<file path="config.mk">
export PLATFORM = sky130hd
export DESIGN_NAME = imh_front_flat
export DESIGN_NICKNAME = d
export VERILOG_FILES = /design/src/imh_pkg.sv /design/src/imh_ifs.sv /design/src/imh_front.sv /design/src/flat_wrapper.sv
export SDC_FILE = /design/constraint.sdc
export NUM_CORES = 1
export LEC_CHECK = 0
export BUFFER_PORTS_ARGS = -buffer_cell sky130_fd_sc_hd__buf_2
export CAP_MARGIN = 20
export CORE_MARGIN = 1
export CORE_UTILIZATION = 41
export DETAILED_ROUTE_END_ITERATION = 12
export PLACE_DENSITY = 0.86
export SLEW_MARGIN = 20
export SYNTH_ARGS = -nofsm -noshare
export SYNTH_HDL_FRONTEND = slang
export SYNTH_SLANG_ARGS = --single-unit
export TNS_END_PERCENT = 30
</file>
<file path="constraint.sdc">
create_clock -name clk -period 2.4 [get_ports clk]
set_clock_uncertainty 0.2 [all_clocks]
set_input_delay 0.48 -clock clk [delete_from_list [all_inputs] [get_ports clk]]
set_output_delay 0.48 -clock clk [all_outputs]
set_load 0.05 [all_outputs]
</file>
<file path="src/imh_pkg.sv">
// Shared types, constants and the opcode key fold for the instruction mix histogram.
// Used by every module of the block; depends on nothing.
package imh_pkg;

  localparam int KEY_BITS = 17;
  localparam int ADDR_BITS = KEY_BITS + 1;
  localparam int COUNTER_BITS_DEF = 64;
  localparam int QUEUE_DEPTH_DEF = 4;
  localparam logic [31:0] BASE_RESET = 32'hFFFF_8000;

  localparam logic REQ_COUNT = 1'b0;
  localparam logic REQ_READ = 1'b1;

  localparam logic [5:0] OP_VEC = 6'd4;
  localparam logic [5:0] OP_XL = 6'd19;
  localparam logic [5:0] OP_X = 6'd31;
  localparam logic [5:0] OP_FPS = 6'd59;
  localparam logic [5:0] OP_FPD = 6'd63;
  localparam logic [5:0] OP_MTSPR_KEY = 6'd0;
  localparam logic [5:0] OP_MFSPR_KEY = 6'd1;
  localparam logic [9:0] XO_MTSPR = 10'd467;
  localparam logic [9:0] XO_MFSPR = 10'd339;
  localparam logic [4:0] XO_FP_A_MIN = 5'd18;

  localparam int CMP_COUNT = 13;
  localparam logic [9:0] CMP_CODES [CMP_COUNT] = '{
    10'd6, 10'd70, 10'd134, 10'd198, 10'd454, 10'd518, 10'd582,
    10'd646, 10'd710, 10'd774, 10'd838, 10'd902, 10'd966
  };

  typedef struct packed {
    logic                is_read;
    logic                bank;
    logic [KEY_BITS-1:0] key;
  } imh_cmd_t;

  function automatic logic [KEY_BITS-1:0] fold_key(input logic [31:0] w);
    logic [5:0]  op;
    logic [5:0]  prim;
    logic [10:0] sub;
    logic [9:0]  x10;
    logic [4:0]  x5;
    logic        is_cmp;
    op = w[31:26];
    prim = op;
    sub = '0;
    x10 = w[10:1];
    x5 = w[5:1];
    is_cmp = 1'b0;
    for (int i = 0; i < CMP_COUNT; i++) begin
      if (w[9:0] == CMP_CODES[i]) is_cmp = 1'b1;
    end
    unique case (op)
      OP_VEC: begin
        priority if (w[5:4] == 2'b10) sub = {1'b1, 4'b0000, w[5:0]};
        else if (is_cmp) sub = {1'b0, w[9:0]};
        else sub = w[10:0];
      end
      OP_XL: sub = {1'b0, x10};
      OP_X: begin
        priority if (x10 == XO_MTSPR) begin
          prim = OP_MTSPR_KEY;
          sub = {1'b0, w[15:11], w[20:16]};
        end else if (x10 == XO_MFSPR) begin
          prim = OP_MFSPR_KEY;
          sub = {1'b0, w[15:11], w[20:16]};
        end else begin
          sub = {1'b0, x10};
        end
      end
      OP_FPS: sub = {6'b000000, x5};
      OP_FPD: begin
        if (x5 >= XO_FP_A_MIN) sub = {1'b1, 5'b00000, x5};
        else sub = {1'b0, x10};
      end
      default: sub = '0;
    endcase
    return {prim, sub};
  endfunction

endpackage

</file>
<file path="src/imh_ifs.sv">
// Valid/ready channel interfaces: request, result and configuration write.
// Depends on imh_pkg for the key width and the default counter width.
interface imh_req_if;
  logic                         valid;
  logic                         ready;
  logic                         req_type;
  logic [31:0]                  instr_word;
  logic [31:0]                  instr_pc;
  logic                         read_bank;
  logic [imh_pkg::KEY_BITS-1:0] read_key;
  modport source (output valid, req_type, instr_word, instr_pc, read_bank, read_key,
                  input ready);
  modport sink (input valid, req_type, instr_word, instr_pc, read_bank, read_key,
                output ready);
endinterface


interface imh_cfg_if;
  logic        valid;
  logic        ready;
  logic [31:0] commpage_base;
  modport source (output valid, commpage_base, input ready);
  modport sink (input valid, commpage_base, output ready);
endinterface

</file>
<file path="src/imh_front.sv">
// Front end: holds the commpage base, accepts requests, folds the opcode key
// and picks the bank. Depends on imh_pkg and imh_ifs.
module imh_front (
  input  logic              clk,
  input  logic              rst,
  imh_req_if.sink           req,
  imh_cfg_if.sink           cfg,
  input  logic              q_full,
  input  logic              clearing,
  output logic              push,
  output imh_pkg::imh_cmd_t push_data
);
  import imh_pkg::*;

  logic [31:0] commpage_base;

  assign cfg.ready = 1'b1;

  always_ff @(posedge clk) begin
    if (rst) begin
      commpage_base <= BASE_RESET;
    end else if (cfg.valid) begin
      commpage_base <= cfg.commpage_base;
    end
  end

  assign req.ready = !q_full && !clearing;
  assign push = req.valid && req.ready;

  always_comb begin
    push_data.is_read = (req.req_type == REQ_READ);
    if (req.req_type == REQ_READ) begin
      push_data.bank = req.read_bank;
      push_data.key = req.read_key;
    end else begin
      push_data.bank = (req.instr_pc >= commpage_base);
      push_data.key = fold_key(req.instr_word);
    end
  end

endmodule

</file>
<file path="src/flat_wrapper.sv">
// flat-port wrapper written by rule: the top's interface ports become plain ports
module imh_front_flat import imh_pkg::*;
  (clk, rst, q_full, clearing, push, push_data, req_valid, req_req_type, req_instr_word, req_instr_pc, req_read_bank, req_read_key, req_ready, cfg_valid, cfg_commpage_base, cfg_ready);
  imh_req_if req_i ();
  imh_cfg_if cfg_i ();
  input  logic clk;
  input  logic rst;
  input  logic q_full;
  input  logic clearing;
  output logic push;
  output imh_pkg::imh_cmd_t push_data;
  input wire logic [$bits(req_i.valid)-1:0] req_valid;
  input wire logic [$bits(req_i.req_type)-1:0] req_req_type;
  input wire logic [$bits(req_i.instr_word)-1:0] req_instr_word;
  input wire logic [$bits(req_i.instr_pc)-1:0] req_instr_pc;
  input wire logic [$bits(req_i.read_bank)-1:0] req_read_bank;
  input wire logic [$bits(req_i.read_key)-1:0] req_read_key;
  output wire logic [$bits(req_i.ready)-1:0] req_ready;
  input wire logic [$bits(cfg_i.valid)-1:0] cfg_valid;
  input wire logic [$bits(cfg_i.commpage_base)-1:0] cfg_commpage_base;
  output wire logic [$bits(cfg_i.ready)-1:0] cfg_ready;
  assign req_i.valid = req_valid;
  assign req_i.req_type = req_req_type;
  assign req_i.instr_word = req_instr_word;
  assign req_i.instr_pc = req_instr_pc;
  assign req_i.read_bank = req_read_bank;
  assign req_i.read_key = req_read_key;
  assign req_ready = req_i.ready;
  assign cfg_i.valid = cfg_valid;
  assign cfg_i.commpage_base = cfg_commpage_base;
  assign cfg_ready = cfg_i.ready;
  imh_front u_core (.clk(clk), .rst(rst), .req(req_i), .cfg(cfg_i), .q_full(q_full), .clearing(clearing), .push(push), .push_data(push_data));
endmodule
</file>
**Yosys cells after proc, flatten, opt, wreduce, memory -nomap -nowiden**

Cells that the tools add are included.
Widths: inputs -> output; s select.

- Register bits: 32
- Bits in latches: 0
- Bits in writable memories: 0
- Memory bits (read-only): 0
- Input bits: 121
- Output and inout bits: 22
- Word-level logic and storage cells: 52
- Memories kept: 0

- Add/sub/neg operators: 0
- Multiply operators: 0
- Div/mod/pow operators: 0
- Magnitude comparators: 2
- Eq/ne operators: 21
- Shift operators: 0
- Mux-type cells: 24
- Bitwise operators: 0
- Reduce and logical (&&, ||, !) cells: 4

Operator list:

| kind | count |
|---|---|
| $eq 10x10->1 const B | 8 |
| $pmux 11 s5 | 1 |
| $mux 11 | 4 |
| $ge 32x32->1 | 1 |
| $eq 10x9->1 const B | 3 |
| $eq 10x8->1 const B | 2 |
| $mux 18 | 1 |
| $mux 6 | 3 |
| $mux 1 | 14 |
| $eq 6x5->1 const B | 2 |
| $eq 6x6->1 const B | 2 |
| $eq 10x3->1 const B | 1 |
| $eq 10x7->1 const B | 1 |
| $mux 10 | 1 |
| $eq 6x3->1 const B | 1 |
| $ge 5x5->1 const B | 1 |
| $eq 2x2->1 const B | 1 |
| $logic_and 1x1->1 | 2 |
| $logic_not 1->1 | 2 |

**Logic depth before layout (Yosys ltp)**

Gate-level depths: netlist of run 1.

- Word-level depth: 19
- Mapped depth: 8
- Depth with buffers taken out: 8

**Worst setup path after synthesis of run 1**

No wires, ideal clock.

- Kind: input port to output port
- Start point: input req_instr_word[31]
- End point: output push_data[6] in the netlist's numbering
- Data arrival time: 2.763 ns
- Data required time: 1.720 ns
- Slack: -1.043 ns
- Stages: 5
- Buffers on the path: 1
- Cells stage by stage: buf_4 or4b_4 nor3_4 o21bai_4 o21ai_0

RTL lines:

| item | RTL line | text |
|---|---|---|
| from (decl) | flat_wrapper.sv:14 | `input wire logic [$bits(req_i.instr_word)-1:0] req_instr_word;` |
| to (decl) | flat_wrapper.sv:11 | `output imh_pkg::imh_cmd_t push_data;` |

==> results of run 1 <==
[cells in the mapped netlist, types with 5 or more instances]
master / n
a21o_1: 8
a21oi_1: 20
clkbuf_1: 11
dfxtp_1: 32
ha_1: 32
inv_1: 33
mux2i_1: 15
nand2_1: 58
nand3_1: 7
nor2_1: 22
o211ai_1: 19
o21ai_0: 19
o21ai_1: 5
[cell families (layout without fill, tap and decap cells)]
group	count (synthesis)	after routing	synth area share
compound gates	89	89	0.229
xor+xnor	1	1	0.00340
fa+ha+maj	32	32	0.155
buf+inv	51	225	0.0791
flops	32	32	0.248
mux	16	16	0.0626
other cells	1	1	0.00145
simple gates	113	113	0.221
[worst register-to-register path: stages, from the launching register on]
cell	delay, ns
dfxtp_1	0.32
inv_1	0.05
buf_4	0.12
o211ai_1	0.15
[path summary, 6_finish.rpt]
kind,from,endpoint,slack [ns],depth (start not counted)
worst max-delay path,req_instr_word[4],push_data[7],-0.47,9
worst min-delay path,cfg_commpage_base[20],u_core.commpage_base[20]$_SDFFE_PP1P_,0.20,3
worst max register to register,u_core.commpage_base[18]$_SDFFE_PP1P_,u_core.commpage_base[18]$_SDFFE_PP1P_,1.47,3
worst min register to register,u_core.commpage_base[28]$_SDFFE_PP1P_,u_core.commpage_base[28]$_SDFFE_PP1P_,0.29,2
[layout make-up]
| class | instances | area (um^2) | share of cell area |
|---|---|---|---|
| inverter | 35 | 131 | 0.0327 |
| clock inverter | 1 | 30.0 | 0.00747 |
| multi-input combinational | 252 | 1880 | 0.468 |
| tap | 75 | 93.8 | 0.0233 |
| clock buffer | 7 | 96.3 | 0.0240 |
| sequential | 32 | 642 | 0.160 |
| timing repair buffer | 182 | 1150 | 0.285 |
[through the flow]
| stage | setup WS [ns] | area [um^2] |
|---|---|---|
| after detailed placement | -0.484 | 3700 |
| after global placement | -0.456 | 3700 |
| after floorplan | -0.615 | 2660 |
| final | -0.468 | 4020 |
| after CTS | -0.417 | 3970 |
| after global routing | -0.535 | 4020 |
[per-layer routing]
layer / share of wire / wire, um / GRT usage / vias up
met1: 0.41 / 3320 / 0.266 / 1366
met5: 0 / 0 / 0 / -
met3: 0.055 / 449 / 0.0539 / 29
met4: 0.028 / 230 / 0.102 / 0
met2: 0.51 / 4160 / 0.446 / 113
li1: - / - / - / 1524
[power by group]
part / switching, mW / internal (mW)
Sequential: 0.0122 / 0.566
Combinational: 0.317 / 0.259
Clock: 0.212 / 0.367
[timing repair]
| item | 4_1_cts | 5_1_grt |
|---|---|---|
| hold buffers | 0 | 0 |
| gates resized for setup | 43 | 10 |
| pin swaps | 9 | 12 |
| setup endpoints to repair | 17 | 17 |
| setup buffers | 0 | 2 |
==> flow_summary.yaml, run 1 <==
status:
  outcome: "finished, violations left"
  violations: "negative setup slack"
synth:
  post_synthesis_instance_area_um2: 2580
  synthesis.area_per_instance_um2: 7.70
  synth_top_cell_area_share: 0.248
  async_reset_ff_frac: 0
  synth.top_cells.by_area: "dfxtp_1 25%, ha_1 16%, nand2_1 8.4%, mux2i_1 5.8%, o211ai_1 5.5%"
  postSynthNetCount: 488
  synthCells: 335
  post_synth_edffs: 0
  netlist.top_cell.by_area: "dfxtp_1"
  yosysWarningCount: 0
  ys_ff_latch: 32
  dominantRegCellSynth: "dfxtp_1"
  netlist-cell-type-count: 50
  synth.yosys.seq_area_share: 0.248
critical_path:
  cp.buffers_inverters: 3
  critPathKind: "in -> out"
  critPathMaxFanout: 3
  worst-endpoint-required_ns: 1.72
  cp_slowest_stage_delay_ns: 0.40
  critPathMostFrequentCell: "buf_6"
  cp-end-kind: "output port"
  cell_type_of_the_slowest_stage_on_the_worst_timing_path: "or3b_4"
  worstPathCellList: "buf_6 -> and4bb_2 -> or3b_4 -> nor4_4 -> buf_4 -> a22o_4 -> a21oi_2 -> o21ai_2 -> buf_6"
  worst_ep_arrival_time_ns: 2.19
  critPathLaunchType: "input pin"
  timing.critical_path.max_delay_family: "simple AND/OR/NAND/NOR gates"
timing:
  finalHoldViolCount: 0
  setup_slack_ns: -0.468
  grt_setup_unrepaired: "yes"
  max_slew.worst_pin.slew_ns: 0.518
  relSlewSlack: 0.653
  fin_tns_setup_ns: -4.90
  timing.fmax_mhz: 349
  pins_over_slew_limit: 0
  layout_worst_path_cycle_share: 1.19
  finalWorstPathRequiredPeriod_ns: 2.87
  finalHoldWorstSlack_ns: 0.198
  setup_viol_count_final: 16
clock_tree:
  cts-root-buf: "clkbuf_8"
  insertion_delay_ns: 0.28
  cts.reportedPaths.clkPinSlew_ns: 0.07
  maximum_buffer_depth_of_the_clock_tree: 2
  cts-buffers-inserted: 5
  tritoncts_num_sinks: 32
  cts_htree_levels: 2
  tritoncts_clock_tree: "done"
route:
  via_per_inst: 5.19
  drc: 0
  wire_per_inst_um: 14.0
  drt_first_pass_iters: 4
  finalWirelength_mm: 8.15
  detail-route-antenna-nets: 0
  drt-initial-drc-count: 91
  routed-via-count: 3032
place:
  gp_congestion: 0.973
  number_of_buffer_cells_added_on_primary_ports: 136
  place_hpwl_mm: 6.32
  post-place-cells: 574
worst_hold_path:
  holdCritPathClass: "in -> reg"
final_layout:
  largest_reg_flops: 32
  largestRegisters: "u_core.commpage_base (32)"
  drive_above_1_share: 0.446
  syn_to_final_growth_pct: 55.9
  fillerInstances: 486
  insertedDiodeCount: 0
  utilization: 0.671
  final_cell_mix: "117 x buf_2, 57 x nand2_1, 50 x buf_4"
  largest-register: "u_core.commpage_base"
  final_cell_count_no_fill: 584
  layout.cells.most_common: "buf_2"
  nNetsFinal: 661
grt:
  grt_pass1_wl_mm: 12.5
  grt_max_degree: 31
  grt_overflow_total: 0
  grt_antenna_before_repair: 0
  groute.usage.overall: 0.243
  first_global_vias: 2964
die:
  floorplan.die_area_um2: 6610
  floorplan.die.height_um: 81.3
  initial_core_util: 0.430
  placeableCoreArea_um2: 5990
  fp-row-count: 28
  io-pin-count: 143
  die_width_um: 81.3
power_and_ir_drop:
  power_density_nw_per_um2: 431
  irDropWorstVdd_uv: 423
  total_power_mw: 1.73
  cellLeakagePower_nw: 2.14
flow_run:
  timing.max_cap.violations: 0
No activity file was read; power rests on OpenSTA's default activity.
==> run 2: changes to the inputs <==
- ABC_AREA: default -> 1
==> flow_summary.yaml, run 2 <==
route:
  drt_first_pass_iters: 4
  finalWirelength_mm: 8.01
  detail-route-antenna-nets: 0
  via_per_inst: 4.99
  wire_per_inst_um: 12.8
  drt-initial-drc-count: 92
  routed-via-count: 3126
  drc: 0
place:
  gp_congestion: 0.926
  place_hpwl_mm: 5.96
  post-place-cells: 617
  postPlaceCellArea_um2: 3440
  pre_cts_setup_slack_ns: -0.293
  number_of_buffer_cells_added_on_primary_ports: 136
grt:
  grt_antenna_before_repair: 0
  grt_overflow_total: 0
  first_global_vias: 2850
  groute.usage.overall: 0.230
  top_usage_layer: "met2"
  grt_pass1_wl_mm: 11.8
  gr-usage-met1: 0.268
  met3_track_utilization_from_global_routing: 0.0449
  gr-usage-met2: 0.404
  grt_max_degree: 36
critical_path:
  worst_r2r_endpoint: "u_core.commpage_base[22]$_SDFFE_PP1P_"
  critPathMaxFanout: 2
  critPathLaunchType: "flip-flop"
  rr_startpoint: "u_core.commpage_base[22]$_SDFFE_PP1P_"
  worst_ep_arrival_time_ns: 1.91
  worst-endpoint-required_ns: 1.72
  cp-end-kind: "output port"
  critPathKind: "reg -> out"
  timing.reg2reg.worst_path_depth: 2
  r2r_slack_ns: 1.54
timing:
  relSlewSlack: 0.535
  max_slew.worst_pin.slew_ns: 0.697
  finalWorstPathRequiredPeriod_ns: 2.59
  finalHoldWorstSlack_ns: 0.211
  grt_setup_unrepaired: "yes"
  finalHoldViolCount: 0
  pins_over_slew_limit: 0
  timing.fmax_mhz: 386
  setup_viol_count_final: 2
  layout_worst_path_cycle_share: 1.08
  fin_tns_setup_ns: -0.200
  setup_slack_ns: -0.192
synth:
  synthCells: 397
  synth.mux.area_fraction: 0
  post_synth_most_frequent_cells: "107 x nand2_1, 55 x inv_1, 47 x a21oi_1"
  synth-simple-area-share: 0.269
  synthesis.area_per_instance_um2: 6.44
  postSynthNetCount: 550
  synth_top_family_by_area: "simple AND/OR/NAND/NOR gates"
  synth.top_cells.by_area: "dfxtp_1 25%, nand2_1 16%, ha_1 16%, a21oi_1 9.2%, o21ai_0 8.2%"
  xor_xnor_share_of_the_synthesized_area: 0
  synth.yosys.seq_area_share: 0.251
  dominantRegCellSynth: "dfxtp_1"
  post_synthesis_instance_area_um2: 2550
  yosys.cell_count.top_type: "nand2_1"
  async_reset_ff_frac: 0
  ys_ff_latch: 32
  post_synth_edffs: 0
  netlist.top_cell.by_area: "dfxtp_1"
  synth-compound-area-share: 0.207
  netlist-cell-type-count: 26
  synth_top_cell_area_share: 0.251
  yosysWarningCount: 0
  post_synth_fa_ha_maj_area_fraction: 0.157
final_layout:
  utilization: 0.644
  final_cell_mix: "122 x buf_2, 97 x nand2_1, 47 x inv_1"
  layout.cells.most_common: "buf_2"
  fillerInstances: 546
  largest-register: "u_core.commpage_base"
  syn_to_final_growth_pct: 50.2
  final_cell_count_no_fill: 626
  largest_reg_flops: 32
  largestRegisters: "u_core.commpage_base (32)"
  nNetsFinal: 704
  post-route-cell-area_um2: 3840
  drive_above_1_share: 0.403
  insertedDiodeCount: 0
status:
  outcome: "finished, violations left"
  violations: "negative setup slack"
clock_tree:
  cts-buffers-inserted: 5
  cts-root-buf: "clkbuf_8"
  tritoncts_clock_tree: "done"
  post_cts_hold_buffer_count: 0
  tritoncts_num_sinks: 32
  cts.reportedPaths.clkPinSlew_ns: 0.06
  maximum_buffer_depth_of_the_clock_tree: 2
  insertion_delay_ns: 0.29
  cts_htree_levels: 2
worst_hold_path:
  whs_path_depth: 3
  min_to: "u_core.commpage_base[30]$_SDFFE_PP1P_"
  holdCritPathClass: "in -> reg"
  hold_path_startpoint: "cfg_commpage_base[30]"
flow_run:
  timing.max_cap.violations: 0
die:
  floorplan.die.height_um: 80.9
  floorplan.die_area_um2: 6550
  die_width_um: 80.9
  io-pin-count: 143
  placeableCoreArea_um2: 5960
  initial_core_util: 0.429
  fp-row-count: 28
power_and_ir_drop:
  total_power_mw: 1.56
  irDropWorstVdd_uv: 304
  power_density_nw_per_um2: 406
  cellLeakagePower_nw: 2.12
==> run 2: how the worst max path moves through the flow <==
stage | cells after the start | slack, ns | to | from
final | 13 | -0.19 | push_data[17] | u_core.commpage_base[13]$_SDFFE_PP0P_
after global routing | 13 | -0.28 | push_data[17] | u_core.commpage_base[13]$_SDFFE_PP0P_
after CTS | 13 | -0.17 | push_data[17] | u_core.commpage_base[14]$_SDFFE_PP0P_
after detailed placement | 11 | -0.29 | push_data[17] | req_instr_pc[23]
after global placement | 11 | -0.25 | push_data[17] | req_instr_pc[23]
after floorplan | 7 | -0.37 | push_data[13] | req_instr_word[3]
==> run 2: kinds of logic (layout without fill, tap and decap cells) <==
group | after synthesis | in the layout
adders and majority gates | 32 | 32
AOI/OAI and AO/OA | 100 | 100
other | 1 | 1
buffers and inverters | 72 | 226
and+or+nand+nor | 160 | 160
DFF | 32 | 32
==> run 2: cell type report <==
cell class                 count  area [um^2]  share of cell area
clock buffer                   6         72.6              0.0189
inverter                      56          210              0.0548
timing repair buffer         163          976               0.254
sequential                    32          643               0.168
multi-input combinational    293         1840               0.479
tap                           75         93.8              0.0245
clock inverter                 1         5.00             0.00130
==> run 2: report_power, final <==
part,switching (mW),leakage [nW],internal [mW]
Clock,0.195,0.0410,0.197
Sequential,0.0110,0.266,0.569
Combinational,0.344,1.82,0.244
==> run 2: critical path, cell delays in order, from the launching register on <==
cell and delay (ns):
dfxtp_1 0.31, inv_1 0.05, ha_1 0.30, nand2_1 0.07, inv_1 0.03, o21ai_0 0.18, nand2_1 0.10, nor2_1 0.12
nand2_1 0.06, nand2_1 0.05, nand3_1 0.08, nand2_1 0.08, nand2_1 0.06, buf_6 0.15
==> run 2: what timing repair did <==
item                                   in CTS  in global routing
gates resized for setup                    32                 53
pin swaps                                  11                 28
setup buffers                               0                  2
endpoints found under the hold margin       0                  0
setup endpoints to repair                  11                 13
==> run 2: metal layers <==
layer,vias up,routed length [um]
li1,1601,-
met5,-,0
met3,22,386
met1,1404,3300
met2,99,4130
met4,0,189
==> run 3: changes to the inputs <==
- GPL_ROUTABILITY_DRIVEN: default -> 1
- SETUP_SLACK_MARGIN: default -> 0.15
==> flow_summary.yaml, run 3 (synthesis results as in run 2) <==
critical_path:
  cp_slowest_stage_delay_ns: 0.32
  crit_start: "u_core.commpage_base[23]$_SDFFE_PP1P_"
  worstPathCellList: "inv_2 -> ha_4 -> nand2_4 -> nor2_4 -> nand4_1 -> nor2_4 -> nand4_1 -> nand3_2 -> nand2_2 -> nand2_2 -> buf_8"
  r2r_slack_ns: 1.52
  critPathLaunchType: "flip-flop"
  timing.reg2reg.worst_path_depth: 3
  cell_type_of_the_slowest_stage_on_the_worst_timing_path: "dfxtp_2"
  rr_startpoint: "u_core.commpage_base[23]$_SDFFE_PP1P_"
  critPathKind: "reg -> out"
  timing.critical_path.max_delay_family: "simple AND/OR/NAND/NOR gates"
  cp.buffers_inverters: 2
  worst_ep_arrival_time_ns: 1.87
  worst-endpoint-required_ns: 1.72
  critPathMaxFanout: 2
  critical_path.endpoint: "push_data[17]"
  worst_r2r_endpoint: "u_core.commpage_base[23]$_SDFFE_PP1P_"
  timing.critical_path.depth: 11
  cp-end-kind: "output port"
route:
  detail-route-antenna-nets: 0
  finalWirelength_mm: 8.97
  drt-initial-drc-count: 113
  wire_per_inst_um: 14.0
  drt_first_pass_iters: 4
  via_per_inst: 5.24
  drc: 0
  routed-via-count: 3371
die:
  initial_core_util: 0.429
  die_width_um: 80.9
  io-pin-count: 143
  floorplan.die_area_um2: 6550
  placeableCoreArea_um2: 5960
  floorplan.die.height_um: 80.9
  fp-row-count: 28
place:
  number_of_buffer_cells_added_on_primary_ports: 136
  gp_congestion: 0.870
  post-place-cells: 626
  pre_cts_setup_slack_ns: -0.285
  place_hpwl_mm: 6.22
final_layout:
  largestRegisters: "u_core.commpage_base (32)"
  fillerInstances: 456
  insertedDiodeCount: 0
  layout.cells.most_common: "buf_2"
  largest_reg_flops: 32
  nNetsFinal: 720
  final_cell_mix: "111 x buf_2, 84 x nand2_1, 42 x a21oi_1"
  largest-register: "u_core.commpage_base"
  drive_above_1_share: 0.484
  final_cell_count_no_fill: 643
  syn_to_final_growth_pct: 67.6
clock_tree:
  cts.reportedPaths.clkPinSlew_ns: 0.07
  post_cts_hold_buffer_count: 0
  tritoncts_clock_tree: "done"
  cts-root-buf: "clkbuf_8"
  maximum_buffer_depth_of_the_clock_tree: 2
  insertion_delay_ns: 0.28
  cts_htree_levels: 2
  tritoncts_num_sinks: 32
  cts-buffers-inserted: 5
timing:
  setup_viol_count_final: 1
  timing.fmax_mhz: 392
  setup_slack_ns: -0.151
  pins_over_slew_limit: 0
  finalWorstPathRequiredPeriod_ns: 2.55
  grt_setup_unrepaired: "yes"
  finalHoldViolCount: 0
  layout_worst_path_cycle_share: 1.06
  fin_tns_setup_ns: -0.151
grt:
  gr-usage-met2: 0.462
  grt_pass1_wl_mm: 12.8
  grt_max_degree: 36
  groute.usage.overall: 0.251
  first_global_vias: 3099
  grt_overflow_total: 0
  gr-usage-met1: 0.275
  grt_antenna_before_repair: 0
  met3_track_utilization_from_global_routing: 0.0494
  top_usage_layer: "met2"
worst_hold_path:
  holdCritPathClass: "in -> reg"
status:
  violations: "negative setup slack"
  outcome: "finished, violations left"
power_and_ir_drop:
  irDropWorstVdd_uv: 367
  power_density_nw_per_um2: 413
  cellLeakagePower_nw: 2.30
  total_power_mw: 1.77
flow_run:
  timing.max_cap.violations: 0
run 3: cell count changes in the layout (fill, tap and decap cells not counted), moves of 6 or more:
| cell | change |
|---|---|
| nand2_2 | +11 |
| inv_1 | -6 |
| buf_4 | +10 |
| buf_6 | +14 |
| nand3_1 | -7 |
| nand2_1 | -13 |
| nand3_2 | +6 |
| buf_2 | -11 |
run 3: power breakdown:
| part | switching [mW] | internal, mW | total [mW] |
|---|---|---|---|
| logic | 0.376 | 0.290 | 0.666 |
| registers | 0.0106 | 0.569 | 0.580 |
| clock network | 0.216 | 0.307 | 0.523 |
run 3: worst min-delay path by stage:
stage / startpoint / to / cells after the start
after floorplan: u_core.commpage_base[1]$_SDFFE_PP0P_ / u_core.commpage_base[1]$_SDFFE_PP0P_ / 2
after global placement: u_core.commpage_base[2]$_SDFFE_PP0P_ / u_core.commpage_base[2]$_SDFFE_PP0P_ / 2
after detailed placement: u_core.commpage_base[5]$_SDFFE_PP0P_ / u_core.commpage_base[5]$_SDFFE_PP0P_ / 2
after CTS: cfg_commpage_base[19] / u_core.commpage_base[19]$_SDFFE_PP1P_ / 3
after global routing: cfg_commpage_base[20] / u_core.commpage_base[20]$_SDFFE_PP1P_ / 3
final: cfg_commpage_base[19] / u_core.commpage_base[19]$_SDFFE_PP1P_ / 3
run 3: what timing repair did:
action                                  CTS  global route
endpoints found under the hold margin     0             0
pin swaps                                29            39
setup buffers                             4             5
endpoints found under the setup margin   15            17
gates resized for setup                  87            71
cloned                                    0             0
run 3: stage by stage:
stage / instance area (um^2) / hold slack, ns / utilization
after floorplan: 2580 / 0.237 / -
after global placement: 3520 / 0.248 / 0.591
after detailed placement: 3520 / 0.262 / 0.591
after CTS: 3960 / 0.206 / 0.664
after global routing: 4280 / 0.216 / 0.719
final: 4280 / 0.206 / 0.719
run 3: worst min-delay path: cells and delay by family:
family	cells	cell delay, ns
buf+inv	1	0.07
compound gates	2	0.11
run 3: area by class of cell:
type	instances	area, um^2	share of cell area
clock buffers	5	68.8	0.0161
clock inverters	3	42.5	0.00993
inverters	56	224	0.0523
multi-input cells	293	2010	0.468
flip-flops and latches	32	647	0.151
well taps	75	93.8	0.0219
repair buffers	179	1200	0.280
run 3: per-layer routing:
metal  part of all wire  vias to the layer above
met5                  0                        -
met3              0.063                       34
met2               0.53                      161
met1               0.37                     1533
li1                   -                     1643
met4              0.035                        0
