==> src/imh_pkg.sv <==
// Shared types, constants and the opcode key fold for the instruction mix histogram.
// Used by every module of the block; depends on nothing.
package imh_pkg;

  localparam int KEY_BITS = 17;
  localparam int ADDR_BITS = KEY_BITS + 1;
  localparam int COUNTER_BITS_DEF = 64;
  localparam int QUEUE_DEPTH_DEF = 4;
  localparam logic [31:0] BASE_RESET = 32'hFFFF_8000;

  localparam logic REQ_COUNT = 1'b0;
  localparam logic REQ_READ = 1'b1;

  localparam logic [5:0] OP_VEC = 6'd4;
  localparam logic [5:0] OP_XL = 6'd19;
  localparam logic [5:0] OP_X = 6'd31;
  localparam logic [5:0] OP_FPS = 6'd59;
  localparam logic [5:0] OP_FPD = 6'd63;
  localparam logic [5:0] OP_MTSPR_KEY = 6'd0;
  localparam logic [5:0] OP_MFSPR_KEY = 6'd1;
  localparam logic [9:0] XO_MTSPR = 10'd467;
  localparam logic [9:0] XO_MFSPR = 10'd339;
  localparam logic [4:0] XO_FP_A_MIN = 5'd18;

  localparam int CMP_COUNT = 13;
  localparam logic [9:0] CMP_CODES [CMP_COUNT] = '{
    10'd6, 10'd70, 10'd134, 10'd198, 10'd454, 10'd518, 10'd582,
    10'd646, 10'd710, 10'd774, 10'd838, 10'd902, 10'd966
  };

  typedef struct packed {
    logic                is_read;
    logic                bank;
    logic [KEY_BITS-1:0] key;
  } imh_cmd_t;

  function automatic logic [KEY_BITS-1:0] fold_key(input logic [31:0] w);
    logic [5:0]  op;
    logic [5:0]  prim;
    logic [10:0] sub;
    logic [9:0]  x10;
    logic [4:0]  x5;
    logic        is_cmp;
    op = w[31:26];
    prim = op;
    sub = '0;
    x10 = w[10:1];
    x5 = w[5:1];
    is_cmp = 1'b0;
    for (int i = 0; i < CMP_COUNT; i++) begin
      if (w[9:0] == CMP_CODES[i]) is_cmp = 1'b1;
    end
    unique case (op)
      OP_VEC: begin
        priority if (w[5:4] == 2'b10) sub = {1'b1, 4'b0000, w[5:0]};
        else if (is_cmp) sub = {1'b0, w[9:0]};
        else sub = w[10:0];
      end
      OP_XL: sub = {1'b0, x10};
      OP_X: begin
        priority if (x10 == XO_MTSPR) begin
          prim = OP_MTSPR_KEY;
          sub = {1'b0, w[15:11], w[20:16]};
        end else if (x10 == XO_MFSPR) begin
          prim = OP_MFSPR_KEY;
          sub = {1'b0, w[15:11], w[20:16]};
        end else begin
          sub = {1'b0, x10};
        end
      end
      OP_FPS: sub = {6'b000000, x5};
      OP_FPD: begin
        if (x5 >= XO_FP_A_MIN) sub = {1'b1, 5'b00000, x5};
        else sub = {1'b0, x10};
      end
      default: sub = '0;
    endcase
    return {prim, sub};
  endfunction

endpackage

==> src/imh_queue.sv <==
// Short command queue between the front end and the counter engine.
// Depends on imh_pkg for the command type.
module imh_queue #(
  parameter int DEPTH = imh_pkg::QUEUE_DEPTH_DEF
) (
  input  logic              clk,
  input  logic              rst,
  input  logic              push,
  input  imh_pkg::imh_cmd_t push_data,
  output logic              full,
  input  logic              pop,
  output logic              q_valid,
  output imh_pkg::imh_cmd_t pop_data
);
  import imh_pkg::*;

  localparam int PTR_W = (DEPTH > 1) ? $clog2(DEPTH) : 1;
  localparam int CNT_W = $clog2(DEPTH + 1);

  imh_cmd_t entries [DEPTH];
  logic [PTR_W-1:0] wr_ptr;
  logic [PTR_W-1:0] rd_ptr;
  logic [CNT_W-1:0] count;

  assign full = (count == CNT_W'(DEPTH));
  assign q_valid = (count != '0);
  assign pop_data = entries[rd_ptr];

  always_ff @(posedge clk) begin
    if (push) entries[wr_ptr] <= push_data;
  end

  always_ff @(posedge clk) begin
    if (rst) begin
      wr_ptr <= '0;
      rd_ptr <= '0;
      count <= '0;
    end else begin
      if (push) begin
        if (wr_ptr == PTR_W'(DEPTH - 1)) wr_ptr <= '0;
        else wr_ptr <= wr_ptr + 1'b1;
      end
      if (pop) begin
        if (rd_ptr == PTR_W'(DEPTH - 1)) rd_ptr <= '0;
        else rd_ptr <= rd_ptr + 1'b1;
      end
      if (push && !pop) count <= count + 1'b1;
      else if (pop && !push) count <= count - 1'b1;
    end
  end

endmodule

==> config.mk <==
export PLATFORM = sky130hd
export DESIGN_NAME = imh_queue
export DESIGN_NICKNAME = d
export VERILOG_FILES = /design/src/imh_pkg.sv /design/src/imh_queue.sv
export SDC_FILE = /design/constraint.sdc
export NUM_CORES = 1
export LEC_CHECK = 0
export BUFFER_PORTS_ARGS = -buffer_cell sky130_fd_sc_hd__buf_4
export CORE_UTILIZATION = 50
export DETAILED_ROUTE_END_ITERATION = 16
export HOLD_SLACK_MARGIN = 0.08
export PLACE_DENSITY = 0.71
export SYNTH_ARGS = -nofsm -noshare
export SYNTH_HDL_FRONTEND = slang
export SYNTH_SLANG_ARGS = --single-unit
==> constraint.sdc <==
create_clock -name clk -period 1.8 [get_ports clk]
set_input_delay 0.27 -clock clk [delete_from_list [all_inputs] [get_ports clk]]
set_output_delay 0.27 -clock clk [all_outputs]
set_load 0.03 [all_outputs]
# Word level (Yosys, flattened, before mapping)
# Memory sizes are Yosys's and may differ from the RTL's. A register that Yosys moved wholly into a read port is not among the register bits.
# Cells that the tools add are included.
[totals] mem_bits_ro=0 latch_bits=0 out_inout_bits=21 memories=1 regBits=7 ramBits=76
[mem_list] memory="entries" words=4 width=19 rd=1 rd_clocked_by_memory_dff=1 write_ports=1 line="imh_queue.sv:20" rtl="imh_cmd_t entries [DEPTH];"
[op_classes] n_mux=8 n_shift=0 reduce_logical=6 n_addsub=4 div=0 mul=0 n_lt_le_gt_ge=0 eq_ne=3 bitwise_logic=0
[op_table] cell="$mux W2" n=4
[op_table] cell="$mux W3" n=2
[op_table] cell="$add A2 B1 Y2 const B" n=2
[op_table] cell="$eq A2 B2 Y1 const B" n=2
[op_table] cell="$add A3 B1 Y3 const B" n=1
[op_table] cell="$eq A3 B3 Y1 const B" n=1
[op_table] cell="$reduce_bool A3 Y1" n=1
[op_table] cell="$sub A3 B1 Y3 const B" n=1
[op_table] cell="$logic_and A1 B1 Y1" n=2
[op_table] cell="$logic_not A1 Y1" n=2
[op_table] cell="$mux W1" n=2
[op_table] cell="$reduce_bool A2 Y1" n=1

# Logic depth before layout (Yosys ltp)
# Gate-level depths: netlist of run 1.
[logic_depth] depth_word=4 ltp_mapped=7

# Least setup slack after synthesis of run 1
# OpenSTA, ideal clock, no wires.
[synth_path] kind="input-to-reg" startpoint="input pop" endpoint="register count[2]" slack_ns=0.268 cell_stages=7 n_path_buf=0 setup_ns=0.070 arrival_time_ns=1.462 cell_sequence="inv_1 -> ha_1 -> inv_1 -> fa_1 -> xor2_1 -> or3_1 -> a21oi_1"
[synth_via] elab_chain_len=3 elab_cells_between_ends=5 cone_classes="1 x mux; 4 x reduce/logical"
[synth_lines] element="start, declared" line="imh_queue.sv:11" rtl="input logic pop,"
[synth_lines] element="$logic_not A1 Y1" line="imh_queue.sv:47" rtl="if (push && !pop) count <= count + 1'b1;"
[synth_lines] element="$logic_and A1 B1 Y1" line="imh_queue.sv:47"
[synth_lines] element="$mux W3 or $reduce_bool A2 Y1 (tied branches)"
[synth_lines] element="end signal, assigned" line="imh_queue.sv:47"
[synth_lines] element="end signal, assigned" line="imh_queue.sv:48" rtl="else if (pop && !push) count <= count - 1'b1;"
[synth_lines] element="end, declared" line="imh_queue.sv:23" rtl="logic [CNT_W-1:0] count;"
# Parallel ways exist; a longest one is shown, timed or not.
# A chain may end at the register's enable or synchronous reset.

==> results of run 1 <==
flip-flops by register name, indices dropped and copies added, names as in the netlist, named ones only:
register	count
rd_ptr	2
wr_ptr	2
count	3
entries	76
kinds of logic (layout without fill, tap and decap cells):
| group | after synthesis | after routing |
|---|---|---|
| flip-flops | 85 | 85 |
| multiplexers | 23 | 23 |
| adder cells (fa/ha/maj) | 7 | 7 |
| buffers and inverters | 8 | 69 |
| AND/OR/NAND/NOR | 15 | 15 |
| XOR/XNOR | 2 | 2 |
| AO/OA/AOI/OAI | 3 | 3 |
per-layer routing:
| layer | routed length, um | track usage [%] | share of wire, % |
|---|---|---|---|
| met1 | 2071 | 19.83 | 40 |
| met3 | 191 | 3.736 | 3.7 |
| met2 | 2833 | 30.50 | 55 |
| met4 | 56 | 8.421 | 1.1 |
| met5 | 0 | 0 | 0 |
critical path, cell delays in order, from the launching register on:
cell                      delay, ps
sky130_fd_sc_hd__dfxtp_4        390
sky130_fd_sc_hd__buf_12         150
sky130_fd_sc_hd__mux4_2         530
sky130_fd_sc_hd__buf_6          160
area by class of cell:
class	count	area, sq um	share of cell area, %
Tap cell	75	93.84	2.383
Timing Repair Buffer	49	455.4	11.57
Multi-Input combinational cell	50	676.9	17.19
Clock inverter	5	98.84	2.510
Inverter	4	15.01	0.3813
Clock buffer	11	131.4	3.337
Sequential cell	85	2466	62.63
worst paths after layout:
kind,slack (ps),end,start,cells after the start
worst min register to register,530,count[2],count[2],2
worst min-delay path,140,entries[1][16],push_data[16],1
worst max-delay path,-20,pop_data[7],flop,3
worst max register to register,300,count[2],count[0],4
stage by stage:
stage | setup slack (ps) | cells | power, mW | instance area, sq um
3_5_place_dp | -11.18 | 262 | 2.899 | 3640
4_1_cts | -55.36 | 279 | 4.471 | 3935
6_report | -22.09 | 279 | 4.424 | 3938
3_3_place_gp | 121.5 | 262 | 2.867 | 3640
2_1_floorplan | 268.3 | 143 | 2.679 | 3227
5_1_grt | -84.80 | 279 | 4.590 | 3938
power by group through the flow:
| stage | Clock (mW) | Sequential, mW | Combinational [mW] |
|---|---|---|---|
| finish | 1.52 | 2.29 | 0.614 |
| detailed placement | 0 | 2.34 | 0.562 |
| floorplan | 0 | 2.32 | 0.359 |
| global route | 1.63 | 2.30 | 0.660 |
| global placement | 0 | 2.32 | 0.542 |
| CTS | 1.55 | 2.30 | 0.623 |
layout by cell type, fill, tap and decap left out:
master                       n
sky130_fd_sc_hd__buf_4      28
sky130_fd_sc_hd__inv_1       4
sky130_fd_sc_hd__buf_12      1
sky130_fd_sc_hd__clkinv_2    1
sky130_fd_sc_hd__o21ai_0     1
sky130_fd_sc_hd__bufinv_16   3
sky130_fd_sc_hd__clkbuf_8    9
sky130_fd_sc_hd__clkbuf_1    2
sky130_fd_sc_hd__dfxtp_4     1
sky130_fd_sc_hd__or3_1       2
sky130_fd_sc_hd__mux4_2     19
sky130_fd_sc_hd__buf_6      20
sky130_fd_sc_hd__and2_1      2
sky130_fd_sc_hd__and2_2      2
sky130_fd_sc_hd__fa_1        1
sky130_fd_sc_hd__a21oi_1     2
sky130_fd_sc_hd__edfxtp_1   76
sky130_fd_sc_hd__mux2i_1     4
sky130_fd_sc_hd__clkinv_1    1
sky130_fd_sc_hd__xor2_1      2
sky130_fd_sc_hd__nor2_1      7
sky130_fd_sc_hd__dfxtp_1     8
sky130_fd_sc_hd__nor3b_1     2
sky130_fd_sc_hd__ha_1        6
what timing repair did:
item                                    CTS  global route
endpoints found under the setup margin   19            57
resized for setup                        35             2
gates cloned                              1             0
==> flow_results.xml, run 1 <==
<?xml version="1.0" encoding="UTF-8"?>
<metrics>
  <group name="run_status">
    <metric name="outcome" unit="">finished, violations left</metric>
    <metric name="violations" unit="">setup timing</metric>
  </group>
  <group name="floorplanning">
    <metric name="die-height" unit="um">82.34</metric>
    <metric name="dieArea" unit="sq mm">0.006779</metric>
    <metric name="dieWidth" unit="um">82.34</metric>
    <metric name="core_area" unit="sq mm">0.006061</metric>
    <metric name="io-pin-count" unit="">44</metric>
    <metric name="start_util" unit="%">53.24</metric>
    <metric name="rows" unit="">28</metric>
  </group>
  <group name="pwr">
    <metric name="seqPwrFrac" unit="%">51.8</metric>
    <metric name="p_per_area" unit="mW/mm^2">1124</metric>
    <metric name="combinationalPowerShare" unit="%">13.9</metric>
    <metric name="max-vdd-ir-drop" unit="mV">0.7661</metric>
    <metric name="p_sw" unit="mW">0.9688</metric>
    <metric name="p_int" unit="mW">3.455</metric>
    <metric name="clkPwrFrac" unit="%">34.3</metric>
    <metric name="total_leakage_power" unit="nW">1.399</metric>
    <metric name="swShare" unit="%">21.90</metric>
  </group>
  <group name="synthesis">
    <metric name="synth-compound-area-share" unit="%">0.4653</metric>
    <metric name="syn_nets" unit="">173</metric>
    <metric name="netlist_area" unit="sq mm">0.003227</metric>
    <metric name="synth.distinct_cells" unit="">18</metric>
    <metric name="synth_enable_flop_cells" unit="">76</metric>
    <metric name="ys_async_sr_fraction" unit="%">0</metric>
    <metric name="yosys-top-cells-area" unit="">sky130_fd_sc_hd__edfxtp_1 (71%), sky130_fd_sc_hd__mux4_1 (7.3%), sky130_fd_sc_hd__mux4_2 (7.0%)</metric>
    <metric name="synth-xor-area-share" unit="%">0.5428</metric>
    <metric name="mux_contribution_to_synthesized_area" unit="%">15.55</metric>
    <metric name="netlist_top_cells_count" unit="">sky130_fd_sc_hd__edfxtp_1 (76), sky130_fd_sc_hd__mux4_2 (10), sky130_fd_sc_hd__dfxtp_1 (9), sky130_fd_sc_hd__mux4_1 (9), sky130_fd_sc_hd__nor2_1 (7)</metric>
    <metric name="yosysMostFrequentCell" unit="">sky130_fd_sc_hd__edfxtp_1</metric>
    <metric name="synth-adder-area-share" unit="%">2.947</metric>
    <metric name="sequential_fraction_of_the_synthesis_area" unit="%">76.31</metric>
    <metric name="dominant_combinational_cell_family_by_area_after_synthesis" unit="">multiplexers</metric>
    <metric name="synth_top_cell_area_share" unit="%">70.73</metric>
    <metric name="synth-seq-cells" unit="">85</metric>
    <metric name="synth-main-ff-cell" unit="">sky130_fd_sc_hd__edfxtp_1</metric>
    <metric name="synth_simple_gate_area_share" unit="%">2.443</metric>
    <metric name="post_synthesis_instance_total" unit="">143</metric>
    <metric name="post_synth.cell_area_avg" unit="sq um">22.57</metric>
    <metric name="synth_top_cell_by_area" unit="">sky130_fd_sc_hd__edfxtp_1</metric>
    <metric name="synthesis.yosys.warnings" unit="">0</metric>
  </group>
  <group name="setup_path">
    <metric name="setup.worst_path.end_class" unit="">output port</metric>
    <metric name="worstPathMaxFanout" unit="">10</metric>
    <metric name="critical_path.startpoint_type" unit="">flop</metric>
    <metric name="timing.critical_path.arrival" unit="ps">1550</metric>
    <metric name="criticalPathCategory" unit="">flop to output port</metric>
    <metric name="cp.required" unit="ps">1530</metric>
  </group>
  <group name="place">
    <metric name="io_buffers" unit="">43</metric>
    <metric name="post-dp-hpwl" unit="mm">3.376</metric>
    <metric name="place_congestion" unit="">0.6764</metric>
  </group>
  <group name="sta">
    <metric name="finalWorstPathRequiredPeriod" unit="ps">1822</metric>
    <metric name="layout_worst_path_cycle_share" unit="%">101.2</metric>
    <metric name="fin_worst_hold_slack" unit="ps">142.3</metric>
    <metric name="grt_setup_unrepaired" unit="">true</metric>
    <metric name="fmax" unit="MHz">548.8</metric>
    <metric name="final.setup_skew" unit="ps">5.455</metric>
    <metric name="finalWorstSetupSlack" unit="ps">-22.09</metric>
    <metric name="slew_viols_final" unit="">0</metric>
    <metric name="finalSetupTns" unit="ps">-60.06</metric>
    <metric name="timing_hold_violations_final" unit="">0</metric>
    <metric name="setup-violations-final" unit="">7</metric>
    <metric name="worst-slew-pin-transition" unit="ps">518.2</metric>
    <metric name="timing.max_slew.rel_slack" unit="%">65.46</metric>
  </group>
  <group name="clock_tree">
    <metric name="tritoncts" unit="">yes</metric>
    <metric name="cts_sink_cnt" unit="">85</metric>
    <metric name="clockBufferDepth" unit="">2</metric>
    <metric name="cts_made_buffers" unit="">9</metric>
    <metric name="clock_insertion_delay_worst_skew" unit="ps">320</metric>
    <metric name="clk_transition_reported_paths" unit="ps">80</metric>
    <metric name="post_cts_buffers" unit="">0</metric>
    <metric name="htree_levels" unit="">3</metric>
    <metric name="cts.root.buffer_cell" unit="">sky130_fd_sc_hd__clkbuf_8</metric>
    <metric name="holdBufCountCts" unit="">0</metric>
  </group>
  <group name="route">
    <metric name="antenna_nets_post_route" unit="">0</metric>
    <metric name="first_iter_violations" unit="">39</metric>
    <metric name="detail_route.first_pass.iterations" unit="">4</metric>
    <metric name="detail_route.drc_violations" unit="">0</metric>
    <metric name="detailroute.via_count" unit="">1481</metric>
    <metric name="route.detailed.vias_per_inst" unit="">5.308</metric>
    <metric name="route.detailed.wl_per_inst" unit="um">18.47</metric>
    <metric name="routed_wirelength" unit="mm">5.152</metric>
  </group>
  <group name="global_route">
    <metric name="wire_length_of_the_first_global_routing_pass" unit="mm">7.990</metric>
    <metric name="antenna_found_initial" unit="">0</metric>
    <metric name="grt_pass1_vias" unit="">1638</metric>
    <metric name="grt_max_degree" unit="">20</metric>
    <metric name="overflow_after_grt" unit="">0</metric>
    <metric name="grt_use_total" unit="%">17.25</metric>
  </group>
  <group name="layout">
    <metric name="syn2layout_area_growth" unit="%">22.02</metric>
    <metric name="num-nets-final" unit="">229</metric>
    <metric name="drive_gt1_share" unit="%">41.18</metric>
    <metric name="utilization" unit="%">64.97</metric>
    <metric name="antenna_diode_count" unit="">0</metric>
    <metric name="num-fill-cells" unit="">438</metric>
  </group>
  <group name="job">
    <metric name="drv_cap" unit="">0</metric>
  </group>
  <group name="hold_path">
    <metric name="hold_path_class" unit="">input pin to flop</metric>
  </group>
</metrics>
Note: power is estimated with default switching activity, not from simulation.
==> run 2, diff against run 1 <==
--- a/config.mk
+++ b/config.mk
@@ -5,6 +5,7 @@
 export SDC_FILE = /design/constraint.sdc
 export NUM_CORES = 1
 export LEC_CHECK = 0
+export ABC_AREA = 1
 export BUFFER_PORTS_ARGS = -buffer_cell sky130_fd_sc_hd__buf_4
 export CORE_UTILIZATION = 50
 export DETAILED_ROUTE_END_ITERATION = 16
==> run 2 against run 1 <==
Total power shrank 3.6%; synthesized cell count grew 71%; critical endpoint is now pop_data[8]; the flow now finishes without violations; sequential share of layout area is essentially flat.
==> flow_results.xml, run 2 <==
<?xml version="1.0" encoding="UTF-8"?>
<metrics>
  <group name="run_status">
    <metric name="outcome" unit="">finished clean</metric>
  </group>
  <group name="route">
    <metric name="routed_wirelength" unit="mm">5.526</metric>
    <metric name="antenna_nets_post_route" unit="">0</metric>
    <metric name="first_iter_violations" unit="">73</metric>
    <metric name="detail_route.first_pass.iterations" unit="">4</metric>
    <metric name="detail_route.drc_violations" unit="">0</metric>
    <metric name="route.detailed.wl_per_inst" unit="um">14.70</metric>
    <metric name="detailroute.via_count" unit="">1960</metric>
    <metric name="route.detailed.vias_per_inst" unit="">5.213</metric>
  </group>
  <group name="synthesis">
    <metric name="sequential_fraction_of_the_synthesis_area" unit="%">74.24</metric>
    <metric name="ys_async_sr_fraction" unit="%">0</metric>
    <metric name="synthesis.yosys.warnings" unit="">0</metric>
    <metric name="yosys-top-cells-area" unit="">sky130_fd_sc_hd__edfxtp_1 (69%), sky130_fd_sc_hd__o21ai_0 (5.9%), sky130_fd_sc_hd__dfxtp_1 (5.4%)</metric>
    <metric name="netlist_area" unit="sq mm">0.003317</metric>
    <metric name="synth.distinct_cells" unit="">23</metric>
    <metric name="syn_nets" unit="">274</metric>
    <metric name="post_synth.cell_area_avg" unit="sq um">13.59</metric>
    <metric name="synth-main-ff-cell" unit="">sky130_fd_sc_hd__edfxtp_1</metric>
    <metric name="yosysMostFrequentCell" unit="">sky130_fd_sc_hd__edfxtp_1</metric>
    <metric name="synth_top_cell_by_area" unit="">sky130_fd_sc_hd__edfxtp_1</metric>
    <metric name="synth_enable_flop_cells" unit="">76</metric>
    <metric name="synth_top_cell_area_share" unit="%">68.80</metric>
    <metric name="post_synthesis_instance_total" unit="">244</metric>
    <metric name="netlist_top_cells_count" unit="">sky130_fd_sc_hd__edfxtp_1 (76), sky130_fd_sc_hd__nor2_1 (44), sky130_fd_sc_hd__o21ai_0 (39)</metric>
    <metric name="synth-seq-cells" unit="">85</metric>
  </group>
  <group name="place">
    <metric name="io_buffers" unit="">43</metric>
    <metric name="place_congestion" unit="">0.7158</metric>
    <metric name="post-dp-hpwl" unit="mm">3.359</metric>
  </group>
  <group name="clock_tree">
    <metric name="cts_sink_cnt" unit="">85</metric>
    <metric name="tritoncts" unit="">yes</metric>
    <metric name="clockBufferDepth" unit="">2</metric>
    <metric name="holdBufCountCts" unit="">0</metric>
    <metric name="cts_made_buffers" unit="">9</metric>
    <metric name="htree_levels" unit="">3</metric>
    <metric name="clk_transition_reported_paths" unit="ps">80</metric>
    <metric name="clock_insertion_delay_worst_skew" unit="ps">340</metric>
    <metric name="post_cts_buffers" unit="">0</metric>
    <metric name="cts.root.buffer_cell" unit="">sky130_fd_sc_hd__clkbuf_8</metric>
  </group>
  <group name="sta">
    <metric name="timing.max_slew.rel_slack" unit="%">47.71</metric>
    <metric name="fmax" unit="MHz">585.4</metric>
    <metric name="finalWorstPathRequiredPeriod" unit="ps">1708</metric>
    <metric name="slew_viols_final" unit="">0</metric>
    <metric name="final.setup_skew" unit="ps">5.867</metric>
    <metric name="layout_worst_path_cycle_share" unit="%">94.90</metric>
    <metric name="timing_hold_violations_final" unit="">0</metric>
    <metric name="fin_worst_hold_slack" unit="ps">103.5</metric>
    <metric name="finalSetupTns" unit="ps">0</metric>
    <metric name="worst-slew-pin-transition" unit="ps">783.4</metric>
    <metric name="setup-violations-final" unit="">0</metric>
  </group>
  <group name="floorplanning">
    <metric name="rows" unit="">29</metric>
    <metric name="die-height" unit="um">83.45</metric>
    <metric name="dieArea" unit="sq mm">0.006964</metric>
    <metric name="io-pin-count" unit="">44</metric>
    <metric name="start_util" unit="%">51.94</metric>
    <metric name="dieWidth" unit="um">83.45</metric>
    <metric name="core_area" unit="sq mm">0.006386</metric>
  </group>
  <group name="layout">
    <metric name="antenna_diode_count" unit="">0</metric>
    <metric name="drive_gt1_share" unit="%">24.75</metric>
    <metric name="largestRegisters" unit="">entries: 76 flops, count: 3 flops</metric>
    <metric name="num-nets-final" unit="">324</metric>
    <metric name="num-fill-cells" unit="">508</metric>
    <metric name="syn2layout_area_growth" unit="%">18.56</metric>
    <metric name="final_cell_mix" unit="">sky130_fd_sc_hd__edfxtp_1 (76), sky130_fd_sc_hd__buf_4 (47), sky130_fd_sc_hd__nor2_1 (44), sky130_fd_sc_hd__o21ai_0 (38), sky130_fd_sc_hd__o22ai_1 (19)</metric>
    <metric name="final_common_cell" unit="">sky130_fd_sc_hd__edfxtp_1</metric>
    <metric name="registers.top_by_ff_count" unit="">entries</metric>
    <metric name="number_of_flip_flops_under_the_largest_register_name" unit="">76</metric>
  </group>
  <group name="setup_path">
    <metric name="critical_path.cell_chain" unit="">inv_2 &gt; buf_4 &gt; o21ai_0 &gt; o22ai_1 &gt; buf_4</metric>
    <metric name="worstPathMaxFanout" unit="">18</metric>
    <metric name="timing.critical_path.arrival" unit="ps">1440</metric>
    <metric name="critical-path-top-delay-family" unit="">buffers and inverters</metric>
    <metric name="timing.critical_path.buf_inv" unit="">3</metric>
    <metric name="r2r_cells" unit="">4</metric>
    <metric name="critical_path.startpoint_type" unit="">flop</metric>
    <metric name="critical_path.reg2reg.startpoint" unit="">wr_ptr[0]</metric>
    <metric name="criticalPathCategory" unit="">flop to output port</metric>
    <metric name="setup.worst_path.end_class" unit="">output port</metric>
    <metric name="critical_path_cell_count" unit="">5</metric>
    <metric name="most_repeated_library_cell_on_the_critical_path" unit="">sky130_fd_sc_hd__buf_4</metric>
    <metric name="timing.reg2reg.setup_slack" unit="ps">230</metric>
    <metric name="crit_path_max_incr_delay" unit="ps">350</metric>
    <metric name="cpMaxStageDelayCell" unit="">sky130_fd_sc_hd__dfxtp_2</metric>
    <metric name="cp.required" unit="ps">1530</metric>
  </group>
  <group name="global_route">
    <metric name="grt_use_total" unit="%">16.86</metric>
    <metric name="wire_length_of_the_first_global_routing_pass" unit="mm">8.797</metric>
    <metric name="overflow_after_grt" unit="">0</metric>
    <metric name="antenna_found_initial" unit="">0</metric>
    <metric name="grt_max_degree" unit="">29</metric>
    <metric name="grt_pass1_vias" unit="">1852</metric>
  </group>
  <group name="pwr">
    <metric name="clkPwrFrac" unit="%">32.0</metric>
    <metric name="combinationalPowerShare" unit="%">14.5</metric>
    <metric name="max-vdd-ir-drop" unit="mV">0.5227</metric>
    <metric name="p_per_area" unit="mW/mm^2">1084</metric>
    <metric name="p_int" unit="mW">3.213</metric>
    <metric name="report.power.total" unit="mW">4.265</metric>
    <metric name="total_leakage_power" unit="nW">1.483</metric>
    <metric name="swShare" unit="%">24.66</metric>
    <metric name="seqPwrFrac" unit="%">53.5</metric>
    <metric name="p_sw" unit="mW">1.052</metric>
  </group>
  <group name="hold_path">
    <metric name="hold_path.startpoint" unit="">rst</metric>
    <metric name="worst_hold_path.num_cells" unit="">2</metric>
    <metric name="hold_path_class" unit="">input pin to flop</metric>
  </group>
  <group name="job">
    <metric name="drv_cap" unit="">0</metric>
  </group>
</metrics>
-- run 2: path summary, 6_finish.rpt --
kind,endpoint
setup reg to reg,entries[0][2]
setup / recovery,pop_data[8]
hold / removal,wr_ptr[0]
hold reg to reg,wr_ptr[1]
-- run 2: through the flow --
stage	worst slack (ps)	utilization [%]	cell area [sq um]	cells
after CTS	8.749	61.19	3908	376
final	91.76	61.58	3933	376
after detailed placement	181.8	57.76	3689	360
after floorplan	359.8	-	3317	244
after global placement	229.6	57.76	3689	360
after global routing	-3.363	61.58	3933	376
-- run 2: cell families after synthesis --
logic type | count (synthesis) | synth area share, %
AOI/OAI and AO/OA | 63 | 10.45
xor gates and xnor gates | 1 | 0.2641
adders and majority gates | 7 | 2.867
buffers and inverters | 27 | 4.828
DFF | 85 | 74.24
and+or+nand+nor | 61 | 7.356
-- run 2: timing repair --
action / 4_1_cts / 5_1_grt
hold endpoints to repair: 0 / 0
setup endpoints to repair: 10 / 14
resized for setup: 1 / 10
-- run 2: worst reg2reg max path, cell delays in order, from the launching register on --
cell	delay, ps
sky130_fd_sc_hd__dfxtp_1	350
sky130_fd_sc_hd__inv_1	90
sky130_fd_sc_hd__ha_1	140
sky130_fd_sc_hd__nand2_1	50
sky130_fd_sc_hd__inv_1	570
-- run 2: power groups by stage --
stage | clock network [mW] | registers [mW] | logic [mW]
finish | 1.36 | 2.28 | 0.617
global route | 1.46 | 2.29 | 0.674
CTS | 1.38 | 2.28 | 0.617
detailed placement | 0 | 2.32 | 0.614
global placement | 0 | 2.32 | 0.605
floorplan | 0 | 2.32 | 0.399
-- run 2: layout make-up --
type | instances | area [sq um] | share of cell area [%]
Inverter | 16 | 62.56 | 1.591
Clock buffer | 14 | 205.2 | 5.218
Timing Repair Buffer | 50 | 399.1 | 10.15
Multi-Input combinational cell | 132 | 694.4 | 17.66
Sequential cell | 85 | 2465 | 62.68
Clock inverter | 2 | 10.01 | 0.2545
Tap cell | 77 | 96.34 | 2.450
-- run 2: routing by layer --
| metal | global-route usage (%) | vias up | part of all wire [%] |
|---|---|---|---|
| met5 | 0 | - | 0 |
| met4 | 6.471 | 0 | 1.2 |
| met3 | 5.737 | 8 | 4.6 |
| met2 | 27.42 | 28 | 50 |
| met1 | 20.99 | 944 | 44 |
| li1 | - | 980 | - |
==> run 3, diff against run 2 <==
--- a/config.mk
+++ b/config.mk
@@ -10,6 +10,7 @@
 export CORE_UTILIZATION = 50
 export DETAILED_ROUTE_END_ITERATION = 16
 export HOLD_SLACK_MARGIN = 0.08
+export MAX_ROUTING_LAYER = met4
 export PLACE_DENSITY = 0.71
 export SYNTH_ARGS = -nofsm -noshare
 export SYNTH_HDL_FRONTEND = slang
==> run 3 against run 2 <==
Clock-buffer cell count unchanged; utilization did not move; global-route usage rose by 0.50 points; sequential share of layout area did not move; largest power group unchanged; total power hardly changed; non-clock buffer count is the same.
==> flow_results.xml, run 3 (synthesized netlist as in run 2, its figures left out) <==
<?xml version="1.0" encoding="UTF-8"?>
<metrics>
  <group name="run_status">
    <metric name="outcome" unit="">finished clean</metric>
  </group>
  <group name="clock_tree">
    <metric name="cts_sink_cnt" unit="">85</metric>
    <metric name="tritoncts" unit="">yes</metric>
    <metric name="clk_transition_reported_paths" unit="ps">80</metric>
    <metric name="htree_levels" unit="">3</metric>
    <metric name="clock_insertion_delay_worst_skew" unit="ps">340</metric>
    <metric name="holdBufCountCts" unit="">0</metric>
    <metric name="cts.root.buffer_cell" unit="">sky130_fd_sc_hd__clkbuf_8</metric>
    <metric name="cts_made_buffers" unit="">9</metric>
    <metric name="clockBufferDepth" unit="">2</metric>
  </group>
  <group name="setup_path">
    <metric name="setup.worst_path.end_class" unit="">output port</metric>
    <metric name="cp.required" unit="ps">1530</metric>
    <metric name="criticalPathCategory" unit="">flop to output port</metric>
    <metric name="timing.critical_path.arrival" unit="ps">1440</metric>
    <metric name="worstPathMaxFanout" unit="">18</metric>
    <metric name="critical_path.startpoint_type" unit="">flop</metric>
  </group>
  <group name="route">
    <metric name="detail_route.first_pass.iterations" unit="">4</metric>
    <metric name="first_iter_violations" unit="">74</metric>
    <metric name="routed_wirelength" unit="mm">5.508</metric>
    <metric name="antenna_nets_post_route" unit="">0</metric>
    <metric name="route.detailed.wl_per_inst" unit="um">14.65</metric>
    <metric name="detail_route.drc_violations" unit="">0</metric>
    <metric name="route.detailed.vias_per_inst" unit="">5.223</metric>
    <metric name="detailroute.via_count" unit="">1964</metric>
  </group>
  <group name="place">
    <metric name="post-dp-hpwl" unit="mm">3.359</metric>
    <metric name="post_dp_cell_area" unit="sq mm">0.003689</metric>
    <metric name="post-place-ws" unit="ps">181.8</metric>
    <metric name="io_buffers" unit="">43</metric>
    <metric name="place_congestion" unit="">0.7241</metric>
  </group>
  <group name="global_route">
    <metric name="antenna_found_initial" unit="">0</metric>
    <metric name="grt_max_degree" unit="">29</metric>
    <metric name="grt_pass1_vias" unit="">1858</metric>
    <metric name="wire_length_of_the_first_global_routing_pass" unit="mm">8.790</metric>
    <metric name="grt_use_total" unit="%">17.35</metric>
    <metric name="overflow_after_grt" unit="">0</metric>
  </group>
  <group name="pwr">
    <metric name="total_leakage_power" unit="nW">1.483</metric>
    <metric name="p_per_area" unit="mW/mm^2">1084</metric>
    <metric name="max-vdd-ir-drop" unit="mV">0.5226</metric>
  </group>
  <group name="job">
    <metric name="drv_cap" unit="">0</metric>
  </group>
  <group name="sta">
    <metric name="fin_worst_hold_slack" unit="ps">103.5</metric>
    <metric name="finalWorstSetupSlack" unit="ps">91.46</metric>
    <metric name="setup-violations-final" unit="">0</metric>
    <metric name="fmax" unit="MHz">585.3</metric>
    <metric name="finalWorstPathRequiredPeriod" unit="ps">1709</metric>
    <metric name="layout_worst_path_cycle_share" unit="%">94.92</metric>
    <metric name="final.setup_skew" unit="ps">5.946</metric>
    <metric name="timing.max_slew.rel_slack" unit="%">47.15</metric>
    <metric name="finalSetupTns" unit="ps">0</metric>
    <metric name="timing_hold_violations_final" unit="">0</metric>
    <metric name="slew_viols_final" unit="">0</metric>
    <metric name="worst-slew-pin-transition" unit="ps">791.8</metric>
  </group>
  <group name="floorplanning">
    <metric name="core_area" unit="sq mm">0.006386</metric>
    <metric name="die-height" unit="um">83.45</metric>
    <metric name="io-pin-count" unit="">44</metric>
    <metric name="start_util" unit="%">51.94</metric>
    <metric name="dieArea" unit="sq mm">0.006964</metric>
    <metric name="dieWidth" unit="um">83.45</metric>
    <metric name="rows" unit="">29</metric>
  </group>
  <group name="layout">
    <metric name="multi_input_area" unit="sq um">694.4</metric>
    <metric name="final_common_cell" unit="">sky130_fd_sc_hd__edfxtp_1</metric>
    <metric name="registers.top_by_ff_count" unit="">entries</metric>
    <metric name="largestRegisters" unit="">entries: 76 flops, count: 3 flops</metric>
    <metric name="num-fill-cells" unit="">508</metric>
    <metric name="number_of_flip_flops_under_the_largest_register_name" unit="">76</metric>
    <metric name="area.sequential" unit="sq mm">0.002465</metric>
    <metric name="syn2layout_area_growth" unit="%">18.56</metric>
    <metric name="drive_gt1_share" unit="%">24.75</metric>
    <metric name="antenna_diode_count" unit="">0</metric>
    <metric name="num-nets-final" unit="">324</metric>
    <metric name="post-route-cell-area" unit="sq mm">0.003933</metric>
    <metric name="final_cell_mix" unit="">sky130_fd_sc_hd__edfxtp_1 (76), sky130_fd_sc_hd__buf_4 (47), sky130_fd_sc_hd__nor2_1 (44), sky130_fd_sc_hd__o21ai_0 (38), sky130_fd_sc_hd__o22ai_1 (19)</metric>
  </group>
  <group name="hold_path">
    <metric name="hold_path_class" unit="">input pin to flop</metric>
  </group>
</metrics>
run 3: area by class of cell:
cell class / count / share of cell area [%]
Multi-Input combinational cell: 132 / 17.66
Clock buffer: 14 / 5.218
Tap cell: 77 / 2.450
Timing Repair Buffer: 50 / 10.15
Inverter: 16 / 1.591
Sequential cell: 85 / 62.68
Clock inverter: 2 / 0.2545
run 3: report_power, final:
part / internal [mW] / leakage, nW / switching, mW / total (mW)
combinational: 0.226 / 0.597 / 0.392 / 0.618
clock: 0.742 / 0.113 / 0.623 / 1.36
sequential: 2.25 / 0.773 / 0.0369 / 2.28
run 3: repair_timing:
item | CTS | global route
setup buffers | 0 | 0
setup endpoints to repair | 10 | 14
gates resized for setup | 1 | 10
hold endpoints to repair | 0 | 0
run 3: metrics by stage:
step                utilization (%)  instances  power (mW)
global placement              57.76        360       2.927
global route                  61.58        376       4.425
floorplan                         -        244       2.716
finish                        61.58        376       4.264
detailed placement            57.76        360       2.938
CTS                           61.19        376       4.281
run 3: worst paths after layout:
| check | startpoint | depth (start not counted) | endpoint | slack (ps) |
|---|---|---|---|---|
| worst max-delay path | flop | 5 | pop_data[8] | 90 |
| worst min-delay path | rst | 2 | wr_ptr[0] | 100 |
| worst max register to register | wr_ptr[0] | 4 | entries[0][2] | 220 |
| worst min register to register | wr_ptr[1] | 2 | wr_ptr[1] | 540 |
run 3: critical path, stage by stage (launching register included):
cell and delay, ps:
sky130_fd_sc_hd__dfxtp_2 350, sky130_fd_sc_hd__inv_2 60, sky130_fd_sc_hd__buf_4 210, sky130_fd_sc_hd__o21ai_0 110
sky130_fd_sc_hd__o22ai_1 160, sky130_fd_sc_hd__buf_4 190
run 3: layer usage:
layer | track usage (%) | wire length, um
met4 | 6.471 | 68
met5 | - | 0
met3 | 5.539 | 237
met1 | 21.12 | 2411
met2 | 27.42 | 2791
